`config.mk`:
```
export PLATFORM = sky130hd
export DESIGN_NAME = slef_ctrl
export DESIGN_NICKNAME = d
export VERILOG_FILES = /design/src/rtl/slef_pkg.sv /design/src/rtl/slef_ctrl.sv
export SDC_FILE = /design/constraint.sdc
export NUM_CORES = 1
export LEC_CHECK = 0
export ABC_CLOCK_PERIOD_IN_PS = 1800
export BUFFER_PORTS_ARGS = -buffer_cell sky130_fd_sc_hd__buf_2
export CAP_MARGIN = 10
export CORE_MARGIN = 2
export CORE_UTILIZATION = 48
export CTS_BUF_LIST = sky130_fd_sc_hd__clkbuf_4 sky130_fd_sc_hd__clkbuf_8
export CTS_CLUSTER_SIZE = 10
export DETAILED_ROUTE_END_ITERATION = 10
export PLACE_DENSITY = 0.8
export SYNTH_ARGS = -nofsm -noshare
export SYNTH_HDL_FRONTEND = slang
export SYNTH_SLANG_ARGS = --single-unit
```
`constraint.sdc`:
```
create_clock -name aclk -period 1.8 [get_ports aclk]
set_clock_uncertainty 0.1 [all_clocks]
set_input_delay 0.27 -clock aclk [delete_from_list [all_inputs] [get_ports aclk]]
set_output_delay 0.27 -clock aclk [all_outputs]
set_load 0.05 [all_outputs]
```
`src/rtl/slef_pkg.sv`:
```
// ============================================================================
// slef_pkg: shared types and constants of the spin lattice effective field
// Holds the controller states, the controller-to-datapath command bundle,
// request codes, register indexes and reset values.
// ============================================================================
`default_nettype none

package slef_pkg;

    // Request kinds carried in the input tuser bit.
    localparam logic ACT_WRITE = 1'b0;
    localparam logic ACT_QUERY = 1'b1;

    // Configuration register indexes.
    localparam int  CFG_IDX_W        = 1;
    localparam logic [CFG_IDX_W-1:0] CFG_ANISOTROPY_K = 1'b0;
    localparam logic [CFG_IDX_W-1:0] CFG_EXCHANGE_J   = 1'b1;

    // Reset values: K is about 0.020 and J is 1.0 in Q4.12, the spin is
    // (1,0,1)/sqrt(2) in Q2.14.
    localparam logic signed [15:0] K_RESET       = 16'sd82;
    localparam logic signed [15:0] J_RESET       = 16'sd4096;
    localparam logic signed [15:0] SPIN_RESET_XZ = 16'sd11585;

    typedef enum logic [3:0] {
        ST_CLEAR,
        ST_IDLE,
        ST_DEC1,
        ST_DEC2,
        ST_DEC3,
        ST_DEC4,
        ST_READ,
        ST_DRAIN,
        ST_MUL,
        ST_FIN
    } slef_state_t;

    typedef struct packed {
        logic       clear_wr;
        logic       take;
        logic       dec1;
        logic       dec2;
        logic       dec3;
        logic       dec4;
        logic       nb_rd;
        logic [2:0] nb_sel;
        logic       mul;
        logic       load_out;
    } slef_cmd_t;

endpackage

`default_nettype wire

```
`src/rtl/slef_ctrl.sv`:
```
// ============================================================================
// slef_ctrl: sequencing controller
// Runs the clearing pass after reset, accepts requests and steps a query
// through coordinate decode, eight neighbor reads and the field arithmetic.
// ============================================================================
`default_nettype none

module slef_ctrl
    import slef_pkg::*;
#(
    parameter int CELLS_PER_SIDE = 8
) (
    input  wire logic                 aclk,
    input  wire logic                 aresetn,
    input  wire logic                 in_valid,
    input  wire logic                 in_action,
    input  wire logic                 out_free,
    output logic                      in_ready,
    output slef_cmd_t                 cmd,
    output logic [$clog2(2*CELLS_PER_SIDE**3)-1:0] clr_addr
);

    localparam int SITES = 2 * CELLS_PER_SIDE * CELLS_PER_SIDE * CELLS_PER_SIDE;
    localparam int AW    = $clog2(SITES);
    localparam logic [AW-1:0] LAST_SITE = AW'(SITES - 1);

    slef_state_t   state_reg, state_next;
    logic [AW-1:0] clr_cnt_reg, clr_cnt_next;
    logic [2:0]    rd_cnt_reg, rd_cnt_next;

    always_ff @(posedge aclk) begin
        if (!aresetn) begin
            state_reg   <= ST_CLEAR;
            clr_cnt_reg <= '0;
            rd_cnt_reg  <= '0;
        end else begin
            state_reg   <= state_next;
            clr_cnt_reg <= clr_cnt_next;
            rd_cnt_reg  <= rd_cnt_next;
        end
    end

    // Next state and counters.
    always_comb begin
        state_next   = state_reg;
        clr_cnt_next = clr_cnt_reg;
        rd_cnt_next  = rd_cnt_reg;
        unique case (state_reg)
            ST_CLEAR: begin
                clr_cnt_next = clr_cnt_reg + AW'(1);
                if (clr_cnt_reg == LAST_SITE) begin
                    state_next = ST_IDLE;
                end
            end
            ST_IDLE: begin
                if (in_valid && in_action == ACT_QUERY) begin
                    state_next = ST_DEC1;
                end
            end
            ST_DEC1: state_next = ST_DEC2;
            ST_DEC2: state_next = ST_DEC3;
            ST_DEC3: state_next = ST_DEC4;
            ST_DEC4: begin
                rd_cnt_next = '0;
                state_next  = ST_READ;
            end
            ST_READ: begin
                rd_cnt_next = rd_cnt_reg + 3'd1;
                if (rd_cnt_reg == 3'd7) begin
                    state_next = ST_DRAIN;
                end
            end
            ST_DRAIN: state_next = ST_MUL;
            ST_MUL:   state_next = ST_FIN;
            ST_FIN: begin
                if (out_free) begin
                    state_next = ST_IDLE;
                end
            end
            default: state_next = ST_IDLE;
        endcase
    end

    // Commands to the datapath.
    always_comb begin
        cmd      = '0;
        in_ready = 1'b0;
        clr_addr = clr_cnt_reg;
        unique case (state_reg)
            ST_CLEAR: cmd.clear_wr = 1'b1;
            ST_IDLE: begin
                in_ready = 1'b1;
                cmd.take = in_valid;
            end
            ST_DEC1:  cmd.dec1 = 1'b1;
            ST_DEC2:  cmd.dec2 = 1'b1;
            ST_DEC3:  cmd.dec3 = 1'b1;
            ST_DEC4:  cmd.dec4 = 1'b1;
            ST_READ: begin
                cmd.nb_rd  = 1'b1;
                cmd.nb_sel = rd_cnt_reg;
            end
            ST_DRAIN: cmd = '0;
            ST_MUL:   cmd.mul = 1'b1;
            ST_FIN:   cmd.load_out = out_free;
            default:  cmd = '0;
        endcase
    end

endmodule

`default_nettype wire

```
==> summary.md, run 1 <==
| Metric | Value |
|---|---|
| Mapped Avg Cell Area | `8.38 um^2` |
| Synth unique cells | `34` |
| Largest net degree at the start of global routing | `19` |
| Fin area | `between 0.001 and 0.0015 mm^2` |
| Post-synthesis sequential area ratio | `approximately 34%` |
| Nets@finish | `160` |
| GRT Util Overall | `around 18%` |
| CTS tree | `yes` |
| Max VDD drop | `between 0.7 and 0.8 mV` |
| WL met3 | `~90 um` |
| Ant diodes | `0` |
| Later-pin clock latency in the skew report | `roughly 300 ps` |
| Mapped Nets | `129` |
| Crit path capture type | `output port` |
| Root buffer cell | `clkbuf_4` |
| Sink Count | `17` |
| Max-cap check violation count | `0` |
| Fin. Hold Viols | `0` |
| Critical-path top delay cell | `or4_4` |
| Area growth syn-to-layout | `34.4%` |
| Vias | `between 900 and 1000` |
| Number of synthesis warnings | `0` |
| Status | `finished with violations` |
| Static leakage | `~0.58 nW` |
| Placed cell area | `about 0.0012 mm^2` |
| Post-synth EDFFs | `0` |
| Chip height | `between 40 and 50 um` |
| Fin crit share | `101%` |
| Initial antenna violation count | `0` |
| Minimum clock period | `about 1800 ps` |
| WS Path Type | `reg -> out` |
| Dpl cells | `172` |
| Clock tree buffer depth | `2` |
| Initial Util | `roughly 50%` |
| Number of synthesized register bits | `17` |
| Cells after Synth | `121` |
| Synthesized area | `slightly above 0.001 mm^2` |
| WL/cell | `between 10 and 15 um` |
| Normalized max-slew margin | `between 70% and 80%` |
| M1 WL | `approximately 1100 um` |
| Worst path required time | `about 1400 ps` |
| Worst-path fanout max | `5` |
| Reg clk slew, reported paths | `120 ps` |
| Crit path buf inv count | `2` |
| Max Used Layer | `met4` |
| CP arrival | `roughly 1500 ps` |
| Placer Congestion | `approximately 0.8` |
| Max-slew violation count | `0` |
| Top FF cell, synth | `dfxtp_1` |
| Max FFs per register | `10` |
| Post-synth ARST share | `0%` |
| Post-route insts no fill | `178` |
| Startpoint types | `flip-flop` |
| Antenna-violating nets left | `0` |
| Post-route setup slack | `-17.7 ps` |
| Vias in the first global route | `840` |
| Routed wl met2 | `1080 um` |
| Row cnt | `16` |
| Die area | `0.00250 mm^2` |
| Num CTS Buffers | `3` |
| Number of fill cells in the layout | `159` |
| Tightest Pin Transition | `352 ps` |
| Routed wire length | `2250 um` |
| # setup viols final | `1` |
| Port-buffer cells | `27` |
| I/O Pins | `28` |
| Fmax | `between 500 and 600 MHz` |
| Violated checks | `negative setup slack` |
| First-pass GRT wire length | `roughly 3600 um` |
| Pwr dens | `831 mW/mm^2` |
| DR pass1 iterations | `4` |
| Tightest Hold Check Type | `in -> reg` |
| Number of remaining DRC errors | `0` |
| Tot Pwr | `between 1 and 1.5 mW` |
| Die X | `between 40 and 50 um` |
| Worst path max stage delay | `slightly below 600 ps` |
| DR vias/cell | `~5.4` |
| Layout cells sized above 1 | `38.4%` |
| DRT iter0 DRCs | `14` |
| CP delay by family, top | `simple AND/OR/NAND/NOR gates` |
| Post-DP HPWL | `around 1500 um` |
| CP Cell Sequence | `or4_4 > clkinv_4 > buf_8` |
| Core ar. | `about 0.0020 mm^2` |
| H-Tree Depth | `1` |
| RSZ-0062 raised after global routing | `yes` |
| Total grt overflow | `0` |
==> synthesized netlist by cell type, types with 3 or more instances <==
cell type,count,share of area (%)
nor3_2,3,3.0
and2_1,13,8.0
nand3_1,6,3.0
nor2b_1,5,3.1
ha_1,3,3.7
nand2b_1,7,4.3
nor2_1,4,1.5
nand2_1,10,3.7
xor2_1,4,3.5
dfxtp_1,17,34
o2bb2ai_1,3,2.6
inv_1,3,1.1
a31oi_1,5,3.1
nor3_1,7,3.5
xnor2_1,5,4.3
==> per-stage QoR <==
step           setup TNS (ps)  hold slack, ps  setup slack (ps)  utilization, %
2_1_floorplan           -1090             292              -249               -
3_3_place_gp                0             388              37.9            61.6
3_5_place_dp            -13.0             411             -13.0            61.6
4_1_cts                 -47.3             233             -33.3            67.2
5_1_grt                  -243             259             -46.1            68.8
6_report                -17.7             227             -17.7            68.8
==> worst paths after layout <==
path	slack [ps]	end	from	cells past startpoint
setup / recovery	-20	cmd[11]	state_reg[0]$_SDFFE_PN0P_	3
hold / removal	230	state_reg[1]$_SDFFE_PN0P_	out_free	3
setup reg to reg	50	clr_addr[3]$_SDFFE_PN0P_	state_reg[0]$_SDFFE_PN0P_	4
hold reg to reg	430	clr_addr[3]$_SDFFE_PN0P_	clr_addr[3]$_SDFFE_PN0P_	2
==> what timing repair did <==
action                     in CTS  in global routing
hold buffers                    0                  0
gates resized for setup        18                 15
setup endpoints to repair      10                 14
setup buffers                   2                  0
pin swaps                       2                  2
hold endpoints to repair        0                  0
==> kinds of logic after synthesis <==
kind of cell | share of synthesized area (%)
flip-flops | 33.6
AND/OR/NAND/NOR | 37.8
multiplexers | 0.988
AO/OA/AOI/OAI | 11.1
XOR/XNOR | 7.78
buffers and inverters | 5.06
adder cells (fa/ha/maj) | 3.70
==> layout by cell type, fill, tap and decap left out, types with 2 or more instances in the layout <==
master	synthesis	layout
buf_2	2	16
dfxtp_1	17	13
and2_1	13	11
nand2_1	10	10
buf_4	0	8
buf_6	1	7
nand3_1	6	6
nor3_2	3	5
a31oi_1	5	5
xnor2_1	5	5
nand2b_1	7	4
xor2_1	4	4
nor2b_1	5	4
dfxtp_2	0	4
nor3_1	7	3
nor2_1	4	3
inv_1	3	3
o2bb2ai_1	3	3
ha_1	3	3
clkbuf_4	0	3
nand2b_4	0	2
nor3_4	0	2
and2_2	0	2
nand4_1	2	2
nor3b_1	2	2
o211ai_1	2	2
a211oi_1	2	2
buf_8	0	2
==> final cells by class <==
cell class	count	area [um^2]	share of cell area, %
inverter	4	20.0	1.47
tap	27	33.8	2.48
clock inverter	1	7.51	0.551
clock buffer	3	22.5	1.65
multi-input combinational	93	684	50.2
sequential	17	345	25.3
timing repair buffer	33	249	18.3
==> layer usage <==
metal / vias to the layer above / global-route usage (%)
li1: 480 / -
met1: 446 / 24.6
met2: 26 / 30.2
met3: 4 / 2.73
met4: 0 / 6.48
met5: - / 0
==> worst reg2reg max path: stages (launching register included) <==
cell      delay [ps]
dfxtp_2          330
or4_4            590
buf_4            200
or3_1            340
a21boi_1         140
==> power by group <==
group          switching (mW)  internal (mW)  leakage [nW]
logic                   0.299          0.167         0.426
clock network           0.137         0.0846        0.0139
registers              0.0340          0.410         0.140
total                   0.470          0.662         0.580
Power figures use the tool's default switching activity.
==> run 2, diff against run 1 <==
Settings changed: BUFFER_PORTS_ARGS -buffer_cell sky130_fd_sc_hd__buf_2 to unset, CORE_UTILIZATION 48 to 58, DONT_BUFFER_PORTS set to 1, PLACE_DENSITY 0.8 to 0.79.
==> summary.md, run 2 (synthesis gave the netlist of run 1 again) <==
| Metric | Value |
|---|---|
| Status | `finished with violations` |
| Violated checks | `negative setup slack` |
| Fin crit share | `101% (+0.47 points)` |
| # setup viols final | `2 (+1)` |
| Die area | `0.00210 mm^2 (-16%)` |
| Initial Util | `60.0% (+8.9 points)` |
| Core ar. | `0.00169 mm^2 (-15%)` |
| Hold_sp | `aresetn` |
| Layout cells sized above 1 | `39.6% (+1.2 points)` |
| Row cnt | `15 (-1)` |
| Max-cap check violation count | `0 (unchanged)` |
| DR pass1 iterations | `4 (unchanged)` |
| Sink Count | `17 (unchanged)` |
| Reg2Reg Setup Slack | `30 ps (-20 ps)` |
| Vias in the first global route | `837 (-0.36%)` |
| Reg clk slew, reported paths | `100 ps (-20 ps)` |
| Routed wire length | `2930 um (+30%)` |
| Total grt overflow | `0 (unchanged)` |
| Hold path endpoint | `state_reg[1]$_SDFFE_PN0P_` |
| Minimum clock period | `1830 ps (+8.54 ps)` |
| Static leakage | `0.608 nW (+4.8%)` |
| CTS tree | `yes` |
| Clock tree buffer depth | `2 (unchanged)` |
| Ant diodes | `0 (unchanged)` |
| CP Cell Sequence | `or4_4 > clkinv_4 > buf_8` |
| Later-pin clock latency in the skew report | `300 ps (about the same)` |
| Startpoint types | `flip-flop` |
| Worst path max stage delay | `590 ps (about the same)` |
| Fin area | `0.00144 mm^2 (+5.6%)` |
| Worst-path fanout max | `4 (-1)` |
| Initial antenna violation count | `0 (unchanged)` |
| H-Tree Depth | `1 (unchanged)` |
| Crit Reg-Reg Startpoint | `state_reg[3]$_SDFFE_PN0P_` |
| Number of fill cells in the layout | `87 (-45%)` |
| Root buffer cell | `clkbuf_4` |
| Placer Congestion | `0.810 (+1.7%)` |
| WL/cell | `17.1 um (+35%)` |
| Fin. Hold Viols | `0 (unchanged)` |
| Pwr dens | `851 mW/mm^2 (+2.5%)` |
| Num CTS Buffers | `3 (unchanged)` |
| GRT Util Overall | `25.4% (+7.0 points)` |
| Number of remaining DRC errors | `0 (unchanged)` |
| Nets@finish | `163 (+1.9%)` |
| WS Path Type | `reg -> out` |
| Chip height | `45.8 um (-8.3%)` |
| RSZ-0062 raised after global routing | `yes` |
| CP arrival | `1460 ps (about the same)` |
| Max FFs per register | `10 (unchanged)` |
| DR vias/cell | `6.02 (+12%)` |
| Post-DP HPWL | `1650 um (+7.5%)` |
| R2r worst-path depth | `4 (unchanged)` |
| Critical-path top delay cell | `or4_4` |
| Largest net degree at the start of global routing | `17 (-2)` |
| Hold depth | `2 (-1)` |
| Worst path required time | `1430 ps (about the same)` |
| I/O Pins | `28 (unchanged)` |
| Most common cell after layout, fill and taps aside | `buf_4` |
| Area growth syn-to-layout | `42.0%` |
| Fmax | `548 MHz (-0.47%)` |
| Die X | `45.8 um (-8.3%)` |
| Max-slew violation count | `0 (unchanged)` |
| Commonest non-fill, non-tap cells in the layout | `buf_4 (25), dfxtp_1 (13), nand2_1 (10), and2_1 (10), buf_6 (7)` |
| DRT iter0 DRCs | `44 (+30)` |
| Crit path capture type | `output port` |
| Hold WS | `15.8 ps (-211 ps)` |
| Tightest Hold Check Type | `in -> reg` |
| Vias | `1030 (+7.7%)` |
| Normalized max-slew margin | `77.4% (+0.90 points)` |
| Placed cell area | `0.00124 mm^2 (+1.8%)` |
| Max VDD drop | `0.744 mV (-4.2%)` |
| Fin util | `85.2% (+16 points)` |
| Worst flop-to-flop path endpoint | `clr_addr[3]$_SDFFE_PN0P_` |
| Post-route setup slack | `-26.3 ps (-8.54 ps)` |
| First-pass GRT wire length | `3770 um (+4.4%)` |
| Tightest Pin Transition | `338 ps (-13.8 ps)` |
| Port-buffer cells | `0 (-100%)` |
| Antenna-violating nets left | `0 (unchanged)` |
[run 2: changes by cell type in the layout (fill, tap and decap cells not counted), moves of 2 or more]
cell	change
buf_4	+17
and2_2	-2
and2_4	+3
dlygate4sd3_1	+2
buf_2	-16
[run 2: area by class of cell]
| type | instances | area [um^2] | area share [%] |
|---|---|---|---|
| Clock buffer | 4 | 30.0 | 2.09 |
| Inverter | 4 | 20.0 | 1.39 |
| Multi-Input combinational cell | 93 | 701 | 48.7 |
| Sequential cell | 17 | 345 | 24.0 |
| Tap cell | 17 | 21.3 | 1.48 |
| Timing Repair Buffer | 36 | 322 | 22.3 |
[run 2: critical path, delay by kind of cell (launching register included)]
family                 cells  cell delay (ps)
AND/OR/NAND/NOR            1              590
flip-flops                 1              340
buffers and inverters      2              230
[run 2: repair_timing]
action,CTS,global route
pin swaps,3,4
resized for setup,13,10
setup endpoints to repair,10,13
setup buffers,2,7
hold endpoints to repair,11,2
hold buffers,1,1
[run 2: layer usage]
| layer | GRT usage (%) | up-vias | wire, um |
|---|---|---|---|
| li1 | - | 482 | - |
| met1 | 32.4 | 499 | 1270 |
| met2 | 38.3 | 41 | 1470 |
| met3 | 9.52 | 8 | 152 |
| met4 | 10.9 | 0 | 46 |
| met5 | 0 | - | 0 |
[run 2: worst max path at each step]
stage	start	depth (start not counted)	endpoint	slack [ps]
final	state_reg[3]$_SDFFE_PN0P_	3	cmd[11]	-30
after detailed placement	state_reg[3]$_SDFFE_PN0P_	4	clr_addr[9]$_SDFFE_PN0P_	-20
after floorplan	state_reg[3]$_SDFFE_PN0P_	4	cmd[2]	-250
after global placement	state_reg[3]$_SDFFE_PN0P_	4	clr_addr[9]$_SDFFE_PN0P_	50
after CTS	state_reg[2]$_SDFFE_PN0P_	3	cmd[11]	-20
after global routing	state_reg[1]$_SDFFE_PN0P_	4	cmd[8]	-90
[run 2: stage by stage]
step                setup slack [ps]  TNS (ps)  total power, mW  std cells
floorplan                       -249     -1090            0.784        121
global placement                48.4         0            0.861        156
detailed placement             -20.0     -20.0            0.877        156
CTS                            -15.4     -21.2             1.15        163
global route                   -90.2      -198             1.27        171
finish                         -26.3     -29.8             1.22        171
[run 2: power breakdown]
group          internal [mW]  total (mW)  switching, mW  leakage (nW)
combinational          0.216       0.554          0.338         0.450
clock                  0.101       0.226          0.124        0.0184
sequential             0.410       0.445         0.0349         0.140
total                  0.727        1.22          0.497         0.608
